### src/smi_pkg.sv
// Package of the matrix inverse block: widths, datapath commands, controller states.
// Depends on nothing.
`default_nettype none
package smi_pkg;

    localparam int EL_W       = 16;
    localparam int COF_W      = 33;
    localparam int PROD_W     = 49;
    localparam int DET_W      = 52;
    localparam int QUO_W      = 57;
    localparam int REM_W      = 53;
    localparam int DIV_CNT_W  = 6;
    localparam int IDX_W      = 4;
    localparam int OUT_W      = 32;
    localparam int SIZE_W     = 2;
    localparam int FRAC_SHIFT = 24;
    localparam int STORE_D    = 9;
    localparam logic [SIZE_W-1:0] SIZE_RESET = 2'd3;

    typedef enum logic [3:0] {
        DP_NOP, DP_STORE, DP_LDX, DP_MULA, DP_MULC, DP_ACC_CLR, DP_ACC_SET, DP_ACC_SUB,
        DP_ACC_ADD, DP_ACC_X, DP_COF_WR, DP_COF_ONE, DP_DET_WR, DP_DIV_INIT, DP_DIV_STEP,
        DP_OUT
    } t_dp_op;

    typedef enum logic [2:0] {
        S_LOAD, S_COF, S_DET, S_IDX, S_DIV, S_FIN, S_OUT
    } t_state;

    typedef struct packed {
        t_dp_op           op;
        logic [IDX_W-1:0] addr;
        logic [IDX_W-1:0] cidx;
        logic             neg;
        logic [IDX_W-1:0] idx;
        logic             last;
    } t_dp_cmd;

    typedef struct packed {
        logic det_zero;
    } t_dp_status;

    // Row-major position of (row, col) with the given stride.
    function automatic logic [IDX_W-1:0] f_addr(logic [1:0] row, logic [1:0] col,
                                                logic [1:0] stride);
        f_addr = IDX_W'(IDX_W'(row) * IDX_W'(stride) + IDX_W'(col));
    endfunction

    // Lower and upper index left when one of three is removed.
    function automatic logic [1:0] f_lo(logic [1:0] i);
        f_lo = (i == 2'd0) ? 2'd1 : 2'd0;
    endfunction

    function automatic logic [1:0] f_hi(logic [1:0] i);
        f_hi = (i == 2'd2) ? 2'd1 : 2'd2;
    endfunction

    function automatic logic [IDX_W-1:0] f_total(logic [1:0] n);
        case (n)
            2'd1:    f_total = 4'd1;
            2'd2:    f_total = 4'd4;
            default: f_total = 4'd9;
        endcase
    endfunction

endpackage
`default_nettype wire

### src/smi_if.sv
// Channel interfaces of the matrix inverse block: configuration, element input, result output.
// Depends on nothing.
`default_nettype none
interface smi_cfg_if;
    logic       valid;
    logic       ready;
    logic [1:0] matrix_size;
    modport source (output valid, output matrix_size, input ready);
    modport sink (input valid, input matrix_size, output ready);
endinterface

interface smi_in_if;
    logic               valid;
    logic               ready;
    logic signed [15:0] element;
    modport source (output valid, output element, input ready);
    modport sink (input valid, input element, output ready);
endinterface

interface smi_out_if;
    logic               valid;
    logic               ready;
    logic signed [31:0] inverse_entry;
    logic [3:0]         entry_index;
    logic               singular;
    logic               saturated;
    logic               last;
    modport source (output valid, output inverse_entry, output entry_index, output singular,
                    output saturated, output last, input ready);
    modport sink (input valid, input inverse_entry, input entry_index, input singular,
                  input saturated, input last, output ready);
endinterface
`default_nettype wire

### src/smi_ctrl.sv
// Controller of the matrix inverse block: load counting, cofactor, determinant and divide sequencing.
// Depends on smi_pkg.
`default_nettype none
module smi_ctrl #(
    parameter int MAX_SIZE = 3
) (
    input  logic                      i_clk,
    input  logic                      i_rst_n,
    input  logic                      i_cfg_valid,
    input  logic [1:0]                i_cfg_size,
    output logic                      o_cfg_ready,
    input  logic                      i_in_valid,
    output logic                      o_in_ready,
    output logic                      o_out_valid,
    input  logic                      i_out_ready,
    output smi_pkg::t_dp_cmd          o_cmd,
    input  smi_pkg::t_dp_status       i_status
);
    import smi_pkg::*;

    localparam logic [1:0] MAX_N = 2'(MAX_SIZE);
    localparam logic [DIV_CNT_W-1:0] DIV_LAST = DIV_CNT_W'(QUO_W - 1);

    t_state                r_state, n_state;
    logic [SIZE_W-1:0]     r_size, n_size;
    logic [IDX_W-1:0]      r_cnt, n_cnt;
    logic [1:0]            r_n, n_n;
    logic [1:0]            r_i, n_i;
    logic [1:0]            r_j, n_j;
    logic [2:0]            r_step, n_step;
    logic [DIV_CNT_W-1:0]  r_div, n_div;

    logic [1:0]            w_cur_n;
    logic [IDX_W-1:0]      w_cnt_inc;
    logic                  w_row_end;
    logic                  w_mat_end;

    // Clamp the configured size to the supported range.
    always_comb begin
        w_cur_n = r_size;
        if (w_cur_n == 2'd0) begin
            w_cur_n = 2'd1;
        end
        if (w_cur_n > MAX_N) begin
            w_cur_n = MAX_N;
        end
    end

    assign w_cnt_inc = IDX_W'(r_cnt + 4'd1);
    assign w_row_end = (r_j == 2'(r_n - 2'd1));
    assign w_mat_end = w_row_end && (r_i == 2'(r_n - 2'd1));
    assign o_cfg_ready = 1'b1;

    // State and loop registers.
    always_ff @(posedge i_clk) begin
        if (!i_rst_n) begin
            r_state <= S_LOAD;
            r_size  <= SIZE_RESET;
            r_cnt   <= '0;
            r_n     <= '0;
            r_i     <= '0;
            r_j     <= '0;
            r_step  <= '0;
            r_div   <= '0;
        end else begin
            r_state <= n_state;
            r_size  <= n_size;
            r_cnt   <= n_cnt;
            r_n     <= n_n;
            r_i     <= n_i;
            r_j     <= n_j;
            r_step  <= n_step;
            r_div   <= n_div;
        end
    end

    // Next state and datapath commands.
    always_comb begin
        n_state     = r_state;
        n_size      = r_size;
        n_cnt       = r_cnt;
        n_n         = r_n;
        n_i         = r_i;
        n_j         = r_j;
        n_step      = r_step;
        n_div       = r_div;
        o_cmd       = '0;
        o_cmd.op    = DP_NOP;
        o_in_ready  = 1'b0;
        o_out_valid = 1'b0;

        if (i_cfg_valid) begin
            n_size = i_cfg_size;
        end

        case (r_state)
            S_LOAD: begin
                o_in_ready = 1'b1;
                if (i_in_valid) begin
                    o_cmd.op   = DP_STORE;
                    o_cmd.addr = r_cnt;
                    if (w_cnt_inc >= f_total(w_cur_n)) begin
                        n_cnt   = '0;
                        n_n     = w_cur_n;
                        n_i     = '0;
                        n_j     = '0;
                        n_step  = '0;
                        n_state = S_COF;
                    end else begin
                        n_cnt = w_cnt_inc;
                    end
                end
            end

            S_COF: begin
                o_cmd.cidx = f_addr(r_i, r_j, 2'd3);
                o_cmd.neg  = r_i[0] ^ r_j[0];
                n_step     = 3'(r_step + 3'd1);
                case (r_n)
                    2'd1: begin
                        o_cmd.op = DP_COF_ONE;
                    end
                    2'd2: begin
                        case (r_step)
                            3'd0: begin
                                o_cmd.op   = DP_LDX;
                                o_cmd.addr = f_addr({1'b0, ~r_i[0]}, {1'b0, ~r_j[0]}, r_n);
                            end
                            3'd1:    o_cmd.op = DP_ACC_X;
                            default: o_cmd.op = DP_COF_WR;
                        endcase
                    end
                    default: begin
                        case (r_step)
                            3'd0: begin
                                o_cmd.op   = DP_LDX;
                                o_cmd.addr = f_addr(f_lo(r_i), f_lo(r_j), r_n);
                            end
                            3'd1: begin
                                o_cmd.op   = DP_MULA;
                                o_cmd.addr = f_addr(f_hi(r_i), f_hi(r_j), r_n);
                            end
                            3'd2:    o_cmd.op = DP_ACC_SET;
                            3'd3: begin
                                o_cmd.op   = DP_LDX;
                                o_cmd.addr = f_addr(f_hi(r_i), f_lo(r_j), r_n);
                            end
                            3'd4: begin
                                o_cmd.op   = DP_MULA;
                                o_cmd.addr = f_addr(f_lo(r_i), f_hi(r_j), r_n);
                            end
                            3'd5:    o_cmd.op = DP_ACC_SUB;
                            default: o_cmd.op = DP_COF_WR;
                        endcase
                    end
                endcase
                // Advance to the next cofactor after its write.
                if (o_cmd.op == DP_COF_WR || o_cmd.op == DP_COF_ONE) begin
                    n_step = '0;
                    if (w_mat_end) begin
                        n_i     = '0;
                        n_j     = '0;
                        n_state = S_DET;
                    end else if (w_row_end) begin
                        n_i = 2'(r_i + 2'd1);
                        n_j = '0;
                    end else begin
                        n_j = 2'(r_j + 2'd1);
                    end
                end
            end

            // Expansion along the first row.
            S_DET: begin
                o_cmd.addr = f_addr(2'd0, r_j, r_n);
                o_cmd.cidx = f_addr(2'd0, r_j, 2'd3);
                case (r_step)
                    3'd0: begin
                        o_cmd.op = DP_ACC_CLR;
                        n_step   = 3'd1;
                    end
                    3'd1: begin
                        o_cmd.op = DP_MULC;
                        n_step   = 3'd2;
                    end
                    3'd2: begin
                        o_cmd.op = DP_ACC_ADD;
                        if (w_row_end) begin
                            n_step = 3'd3;
                        end else begin
                            n_j    = 2'(r_j + 2'd1);
                            n_step = 3'd1;
                        end
                    end
                    default: begin
                        o_cmd.op = DP_DET_WR;
                        n_i      = '0;
                        n_j      = '0;
                        n_step   = '0;
                        n_state  = S_IDX;
                    end
                endcase
            end

            // Adjugate entry (i, j) is the cofactor at (j, i).
            S_IDX: begin
                if (i_status.det_zero) begin
                    n_state = S_FIN;
                end else begin
                    o_cmd.op   = DP_DIV_INIT;
                    o_cmd.cidx = f_addr(r_j, r_i, 2'd3);
                    n_div      = '0;
                    n_state    = S_DIV;
                end
            end

            S_DIV: begin
                o_cmd.op = DP_DIV_STEP;
                n_div    = DIV_CNT_W'(r_div + 1'b1);
                if (r_div == DIV_LAST) begin
                    n_state = S_FIN;
                end
            end

            S_FIN: begin
                o_cmd.op   = DP_OUT;
                o_cmd.idx  = f_addr(r_i, r_j, r_n);
                o_cmd.last = w_mat_end;
                n_state    = S_OUT;
            end

            S_OUT: begin
                o_out_valid = 1'b1;
                if (i_out_ready) begin
                    n_state = S_IDX;
                    if (w_mat_end) begin
                        n_state = S_LOAD;
                    end else if (w_row_end) begin
                        n_i = 2'(r_i + 2'd1);
                        n_j = '0;
                    end else begin
                        n_j = 2'(r_j + 2'd1);
                    end
                end
            end

            default: begin
                n_state = S_LOAD;
            end
        endcase
    end

endmodule
`default_nettype wire

### src/smi_datapath.sv
// Datapath of the matrix inverse block: element store, cofactor array, multiplier,
// accumulator, bit-serial divider and output register. Depends on smi_pkg.
`default_nettype none
module smi_datapath #(
    parameter int ELEMENT_BITS = 16
) (
    input  logic                      i_clk,
    input  logic signed [15:0]        i_element,
    input  smi_pkg::t_dp_cmd          i_cmd,
    output smi_pkg::t_dp_status       o_status,
    output logic signed [31:0]        o_entry,
    output logic [3:0]                o_index,
    output logic                      o_singular,
    output logic                      o_saturated,
    output logic                      o_last
);
    import smi_pkg::*;

    localparam int SH = EL_W - ELEMENT_BITS;

    logic signed [EL_W-1:0]   r_mem [STORE_D];
    logic signed [COF_W-1:0]  r_cof [STORE_D];
    logic signed [EL_W-1:0]   r_x;
    logic signed [PROD_W-1:0] r_prod;
    logic signed [DET_W-1:0]  r_acc;
    logic signed [DET_W-1:0]  r_det;
    logic [QUO_W-1:0]         r_quo;
    logic [REM_W-1:0]         r_rem;
    logic [DET_W-1:0]         r_den;
    logic                     r_neg;

    logic signed [EL_W-1:0]   w_shl, w_ext, w_rd;
    logic signed [EL_W-1:0]   w_ma;
    logic signed [COF_W-1:0]  w_mb, w_cof_rd, w_cof_acc;
    logic signed [PROD_W-1:0] w_prod;
    logic [COF_W-1:0]         w_cof_mag;
    logic [REM_W-1:0]         w_trial;
    logic                     w_fit;
    logic                     w_sat_pos, w_sat_neg;

    // Keep the low element bits, sign-extended.
    assign w_shl = i_element <<< SH;
    assign w_ext = w_shl >>> SH;

    assign w_rd     = r_mem[i_cmd.addr];
    assign w_cof_rd = r_cof[i_cmd.cidx];
    assign o_status.det_zero = (r_det == '0);

    // Shared multiplier operands: element pair or element times cofactor.
    always_comb begin
        if (i_cmd.op == DP_MULA) begin
            w_ma = r_x;
            w_mb = COF_W'(w_rd);
        end else begin
            w_ma = w_rd;
            w_mb = w_cof_rd;
        end
    end
    assign w_prod = w_ma * w_mb;

    assign w_cof_acc = r_acc[COF_W-1:0];
    assign w_cof_mag = w_cof_rd[COF_W-1] ? COF_W'(-w_cof_rd) : COF_W'(w_cof_rd);

    // One restoring division step.
    assign w_trial = {r_rem[REM_W-2:0], r_quo[QUO_W-1]};
    assign w_fit   = (w_trial >= {1'b0, r_den});

    // Range checks on the quotient magnitude.
    assign w_sat_pos = |r_quo[QUO_W-1:OUT_W-1];
    assign w_sat_neg = (|r_quo[QUO_W-1:OUT_W]) || (r_quo[OUT_W-1] && |r_quo[OUT_W-2:0]);

    // Element store and cofactor array.
    always_ff @(posedge i_clk) begin
        if (i_cmd.op == DP_STORE) begin
            r_mem[i_cmd.addr] <= w_ext;
        end
        if (i_cmd.op == DP_COF_WR) begin
            r_cof[i_cmd.cidx] <= i_cmd.neg ? COF_W'(-w_cof_acc) : w_cof_acc;
        end else if (i_cmd.op == DP_COF_ONE) begin
            r_cof[i_cmd.cidx] <= COF_W'(1);
        end
    end

    // Multiplier, accumulator and determinant.
    always_ff @(posedge i_clk) begin
        case (i_cmd.op)
            DP_LDX:     r_x    <= w_rd;
            DP_MULA,
            DP_MULC:    r_prod <= w_prod;
            DP_ACC_CLR: r_acc  <= '0;
            DP_ACC_SET: r_acc  <= DET_W'(r_prod);
            DP_ACC_SUB: r_acc  <= DET_W'(r_acc - DET_W'(r_prod));
            DP_ACC_ADD: r_acc  <= DET_W'(r_acc + DET_W'(r_prod));
            DP_ACC_X:   r_acc  <= DET_W'(r_x);
            DP_DET_WR:  r_det  <= r_acc;
            default: begin
            end
        endcase
    end

    // Divider on magnitudes; the sign is applied at the output.
    always_ff @(posedge i_clk) begin
        if (i_cmd.op == DP_DIV_INIT) begin
            r_quo <= {w_cof_mag, {FRAC_SHIFT{1'b0}}};
            r_rem <= '0;
            r_den <= r_det[DET_W-1] ? DET_W'(-r_det) : DET_W'(r_det);
            r_neg <= w_cof_rd[COF_W-1] ^ r_det[DET_W-1];
        end else if (i_cmd.op == DP_DIV_STEP) begin
            r_rem <= w_fit ? REM_W'(w_trial - {1'b0, r_den}) : w_trial;
            r_quo <= {r_quo[QUO_W-2:0], w_fit};
        end
    end

    // Output register with saturation and the singular case.
    always_ff @(posedge i_clk) begin
        if (i_cmd.op == DP_OUT) begin
            o_index    <= i_cmd.idx;
            o_last     <= i_cmd.last;
            o_singular <= o_status.det_zero;
            if (o_status.det_zero) begin
                o_entry     <= '0;
                o_saturated <= 1'b0;
            end else if (r_neg) begin
                o_saturated <= w_sat_neg;
                o_entry     <= w_sat_neg ? 32'sh8000_0000 : OUT_W'(-r_quo[OUT_W-1:0]);
            end else begin
                o_saturated <= w_sat_pos;
                o_entry     <= w_sat_pos ? 32'sh7FFF_FFFF : OUT_W'(r_quo[OUT_W-1:0]);
            end
        end
    end

endmodule
`default_nettype wire

### src/small_matrix_inverse_top.sv
// Matrix inverse of size 1 to 3: elements load one per cycle; after the last one the block
// computes the cofactors, then the determinant, and then each entry in turn through the
// one-bit-per-cycle divider, which is skipped for a singular matrix. No elements are accepted
// while a matrix is being processed. Reset clears the controller and sets the size register
// to 3; the stores are not cleared. Depends on smi_pkg, smi_if, smi_ctrl and smi_datapath.
`default_nettype none
module small_matrix_inverse_top #(
    parameter int MAX_SIZE     = 3,
    parameter int ELEMENT_BITS = 16
) (
    input  logic      i_clk,
    input  logic      i_rst_n,
    smi_cfg_if.sink   i_cfg,
    smi_in_if.sink    i_in,
    smi_out_if.source o_out
);
    import smi_pkg::*;

    t_dp_cmd    w_cmd;
    t_dp_status w_status;

    // Sequencer.
    smi_ctrl #(
        .MAX_SIZE (MAX_SIZE)
    ) u_ctrl (
        .i_clk       (i_clk),
        .i_rst_n     (i_rst_n),
        .i_cfg_valid (i_cfg.valid),
        .i_cfg_size  (i_cfg.matrix_size),
        .o_cfg_ready (i_cfg.ready),
        .i_in_valid  (i_in.valid),
        .o_in_ready  (i_in.ready),
        .o_out_valid (o_out.valid),
        .i_out_ready (o_out.ready),
        .o_cmd       (w_cmd),
        .i_status    (w_status)
    );

    // Arithmetic and storage.
    smi_datapath #(
        .ELEMENT_BITS (ELEMENT_BITS)
    ) u_datapath (
        .i_clk       (i_clk),
        .i_element   (i_in.element),
        .i_cmd       (w_cmd),
        .o_status    (w_status),
        .o_entry     (o_out.inverse_entry),
        .o_index     (o_out.entry_index),
        .o_singular  (o_out.singular),
        .o_saturated (o_out.saturated),
        .o_last      (o_out.last)
    );

endmodule
`default_nettype wire

### src/flat_wrapper.sv
// flat-port wrapper written by rule: the top's interface ports become plain ports
module small_matrix_inverse_top_flat import smi_pkg::*;
#(
    parameter int MAX_SIZE     = 3,
    parameter int ELEMENT_BITS = 16
)
  (i_clk, i_rst_n, i_cfg_valid, i_cfg_matrix_size, i_cfg_ready, i_in_valid, i_in_element, i_in_ready, o_out_valid, o_out_inverse_entry, o_out_entry_index, o_out_singular, o_out_saturated, o_out_last, o_out_ready);
  smi_cfg_if i_cfg_i ();
  smi_in_if i_in_i ();
  smi_out_if o_out_i ();
  input  logic i_clk;
  input  logic i_rst_n;
  input wire logic [$bits(i_cfg_i.valid)-1:0] i_cfg_valid;
  input wire logic [$bits(i_cfg_i.matrix_size)-1:0] i_cfg_matrix_size;
  output wire logic [$bits(i_cfg_i.ready)-1:0] i_cfg_ready;
  input wire logic [$bits(i_in_i.valid)-1:0] i_in_valid;
  input wire logic [$bits(i_in_i.element)-1:0] i_in_element;
  output wire logic [$bits(i_in_i.ready)-1:0] i_in_ready;
  output wire logic [$bits(o_out_i.valid)-1:0] o_out_valid;
  output wire logic [$bits(o_out_i.inverse_entry)-1:0] o_out_inverse_entry;
  output wire logic [$bits(o_out_i.entry_index)-1:0] o_out_entry_index;
  output wire logic [$bits(o_out_i.singular)-1:0] o_out_singular;
  output wire logic [$bits(o_out_i.saturated)-1:0] o_out_saturated;
  output wire logic [$bits(o_out_i.last)-1:0] o_out_last;
  input wire logic [$bits(o_out_i.ready)-1:0] o_out_ready;
  assign i_cfg_i.valid = i_cfg_valid;
  assign i_cfg_i.matrix_size = i_cfg_matrix_size;
  assign i_cfg_ready = i_cfg_i.ready;
  assign i_in_i.valid = i_in_valid;
  assign i_in_i.element = i_in_element;
  assign i_in_ready = i_in_i.ready;
  assign o_out_valid = o_out_i.valid;
  assign o_out_inverse_entry = o_out_i.inverse_entry;
  assign o_out_entry_index = o_out_i.entry_index;
  assign o_out_singular = o_out_i.singular;
  assign o_out_saturated = o_out_i.saturated;
  assign o_out_last = o_out_i.last;
  assign o_out_i.ready = o_out_ready;
  small_matrix_inverse_top #(.MAX_SIZE(MAX_SIZE), .ELEMENT_BITS(ELEMENT_BITS)) u_core (.i_clk(i_clk), .i_rst_n(i_rst_n), .i_cfg(i_cfg_i), .i_in(i_in_i), .o_out(o_out_i));
endmodule
### config.mk
export PLATFORM = sky130hd
export DESIGN_NAME = small_matrix_inverse_top_flat
export DESIGN_NICKNAME = d
export VERILOG_FILES = /design/src/smi_pkg.sv /design/src/smi_if.sv /design/src/smi_ctrl.sv /design/src/smi_datapath.sv /design/src/small_matrix_inverse_top.sv /design/src/flat_wrapper.sv
export SDC_FILE = /design/constraint.sdc
export NUM_CORES = 2
export LEC_CHECK = 0
export ABC_AREA = 1
export BUFFER_PORTS_ARGS = -buffer_cell sky130_fd_sc_hd__buf_2
export CAP_MARGIN = 10
export CORE_ASPECT_RATIO = 1.1
export CORE_MARGIN = 5
export CORE_UTILIZATION = 60
export DETAILED_ROUTE_END_ITERATION = 6
export GPL_TIMING_DRIVEN = 1
export HOLD_SLACK_MARGIN = 0.05
export MAX_ROUTING_LAYER = met4
export PLACE_DENSITY = 0.81
export RECOVER_POWER = 50
export SYNTH_ARGS = -nofsm -noshare
export SYNTH_HDL_FRONTEND = slang
export SYNTH_SLANG_ARGS = --single-unit
### constraint.sdc
create_clock -name i_clk -period 24.4 [get_ports i_clk]
set_input_delay 0 -clock i_clk [delete_from_list [all_inputs] [get_ports i_clk]]
set_output_delay 0 -clock i_clk [all_outputs]
set_load 0.05 [all_outputs]
==> results.toml <==
[run_status]
status = "complete, but fails checks"
violations = "capacitance limit, slew limit"

[clock_network]
cts.sinks = 835
clk_pin_slew_ns = 0.06
root_buffer = "clkbuf_16"
cts.htree.levels = 3
cts_tree = "done"
clock_path_buffers = 3
clock_latency_ns = 0.69
numCtsBuffers = 86

[routing]
drc = 0
avgRoutedWirePerCell_um = 21.5
dr.pass1.iters = 6
drt-total-wl_mm = 189
initialDrtViolationCount = 5396
vias_per_cell = 5.82
ant_nets = 0
vias = 51000

[min_path]
hp-class = "in -> reg"
holdPathEnd = "u_core.u_ctrl.r_size[1]$_SDFFE_PN1P_"
min-delay-start = "i_cfg_valid"
worst_hold_path.num_cells = 3

[setup_path]
r2r-end = "u_core.u_datapath.r_prod[48]$_DFFE_PP_"
critPathLaunchType = "register"
crit_arrival_ns = 17.23
rr_worst_depth = 41
reg2reg_from = "u_core.u_datapath.r_det[51]$_DFFE_PN_"
slowest_stage = "clkbuf_1"
worstPathRequired_ns = 24.80
path_common_cell = "nand2_1"
crit_path_end_kind = "register"
path_class = "reg -> reg"
path_max_fanout = 94
cpPeakStageDelay_ns = 2.99
r2r_setup_slack_ns = 7.57

[yosys]
synthAdderAreaFrac_pct = 21.0
async_flop_share_pct = 0
synthSimpleGateAreaFrac_pct = 18.6
synth_nets = 8073
synth_xor_area_share_pct = 3.95
synth-compound-area-share_pct = 9.29
ys_ff_latch = 835
syn_area_per_cell_um2 = 8.77
ys.flop_type = "edfxtp_1"
synth_cell_types = 74
ys_seq_area_share_pct = 37.7
synth_top_family_by_area = "adder cells"
yosysTopAreaCellShare_pct = 34.5
yosys_warnings = 0
synthMuxAreaShare_pct = 0
netlist_instances = 7284
synth_area_um2 = 63900
synthTopCellsByCount = "nand2_1 (1543), inv_1 (1262), nor2_1 (745)"
synth_edf_count = 735
synth_most_common_cell = "nand2_1"
yosysTopAreaCell = "edfxtp_1"
synth_area_leaders = "edfxtp_1 (35%), fa_1 (16%), nand2_1 (9.1%), inv_1 (7.4%), ha_1 (5.0%)"

[floorplanning]
dieWidth_um = 321
initial_core_util_pct = 60.4
core-area_um2 = 106000
die-area_um2 = 113000
die_h_um = 352
num_rows = 125
num_io_pins = 65

[grt]
grt_pass1_wl_mm = 290
grt_max_degree = 95
grt_overflow = 0
antenna_found_initial = 2
grt_usage_pct = 33.9
grt_pass1_vias = 50600

[placement]
hpwl_mm = 141
dp_slack_ns = 12.96
place_area_um2 = 65500
io_buffers = 63
gp_congestion = 1.07

[flow_run]
drv_cap = 20

[finish]
fin_area_um2 = 68300
final_util_pct = 64.6
fillers = 8813
final_nets = 8097
n_antenna_cell = 0
area_growth_pct = 6.88
drive_gt1_share_pct = 4.73
seq_area_um2 = 24100
multi_input_area_um2 = 33800

[timing]
slew_violations = 915
tightest_slew_ns = 4.12
post-route-min-period_ns = 16.83
final.setup.tns_ns = 0
fin_ws_ns = 7.57
hold_viol = 0
fmax_ghz = 0.0594
setup_viol_count_final = 0
skew_ns = 0.0280
period_share_pct = 69.0
slew_headroom_pct = -174
rsz0062_at_grt = "false"
==> critical path, delay by kind of cell (launching register included) <==
kind            cells  cell delay, ns
fa+ha+maj           7            3.46
simple gates       19            5.91
buf+inv             9            4.93
xor+xnor            1            0.15
flops               1            0.34
compound gates      5            1.65
==> layout make-up <==
cell class / count / area share [%]
inverters: 1312 / 7.22
well taps: 1397 / 2.56
clock buffers: 106 / 3.41
flip-flops and latches: 835 / 35.3
multi-input cells: 4925 / 49.6
repair buffers: 148 / 1.28
clock inverters: 51 / 0.709
==> cell usage in the layout (no fill, tap or decap), types with 93 or more instances in the layout <==
cell	synthesis	routed
nand3_1	182	183
o21ai_0	286	290
edfxtp_1	735	735
clkbuf_1	71	93
fa_1	510	510
ha_1	256	256
xnor2_1	113	113
nor2_1	745	747
dfxtp_1	100	100
a21oi_1	375	374
nand2_1	1543	1547
inv_1	1262	1265
xor2_1	175	175
==> cells by family after synthesis <==
kind of cell,after synthesis
simple gates,2835
compound gates,1034
other cells,2
fa+ha+maj,766
xor+xnor,288
flops,835
buf+inv,1524
==> per-layer routing <==
metal | share of wire (%) | up-vias | GRT usage, %
li1 | - | 23400 | -
met1 | 39 | 24600 | 42.9
met2 | 48 | 2520 | 54.6
met3 | 8.5 | 477 | 5.34
met4 | 5.3 | 0 | 14.7
met5 | 0 | - | -
==> registers in the layout, indices dropped and copies added (netlist names) <==
signal,flops
u_core.u_datapath.r_cof,297
u_core.u_datapath.r_mem,144
u_core.u_datapath.r_quo,57
u_core.u_datapath.r_acc,52
u_core.u_datapath.r_den,52
u_core.u_datapath.r_det,52
u_core.u_datapath.r_rem,52
u_core.u_datapath.r_prod,49
u_core.u_datapath.o_entry,32
u_core.u_datapath.r_x,16
u_core.u_ctrl.r_div,6
u_core.u_ctrl.r_cnt,4
u_core.u_datapath.o_index,4
u_core.u_ctrl.r_state,3
u_core.u_ctrl.r_step,3
u_core.u_ctrl.r_i,2
u_core.u_ctrl.r_j,2
u_core.u_ctrl.r_n,2
u_core.u_ctrl.r_size,2
u_core.u_datapath.o_last,1
u_core.u_datapath.o_saturated,1
u_core.u_datapath.o_singular,1
u_core.u_datapath.r_neg,1
==> per-stage QoR <==
stage               hold WS (ns)  cells
global route               0.138   8774
global placement           0.210   8588
CTS                       0.0509   8774
finish                     0.146   8774
floorplan                 0.0989   7284
detailed placement         0.219   8588
==> timing repair <==
item                       in CTS  in global routing
hold endpoints to repair      167                  0
setup endpoints to repair       0                  0
hold buffers                   29                  0
resized for setup               0                  0
setup buffers                   0                  0
==> worst max-delay path by stage <==
stage                                                      from                                      to  slack (ns)
after detailed placement      u_core.u_ctrl.r_i[0]$_SDFFE_PN0P_  u_core.u_datapath.r_prod[48]$_DFFE_PP_       12.96
after global routing      u_core.u_datapath.r_det[51]$_DFFE_PN_  u_core.u_datapath.r_prod[48]$_DFFE_PP_        6.58
final                     u_core.u_datapath.r_det[51]$_DFFE_PN_  u_core.u_datapath.r_prod[48]$_DFFE_PP_        7.57
after floorplan           u_core.u_ctrl.r_state[2]$_SDFFE_PN0P_  u_core.u_datapath.r_prod[41]$_DFFE_PP_       15.12
after global placement        u_core.u_ctrl.r_i[0]$_SDFFE_PN0P_  u_core.u_datapath.r_prod[48]$_DFFE_PP_       13.13
after CTS                     u_core.u_ctrl.r_i[0]$_SDFFE_PN0P_  u_core.u_datapath.r_prod[48]$_DFFE_PP_       12.93
Power is left out: the tool's default activity adds up to more than one toggle a clock period on the data nets, which glitch-free logic cannot reach.
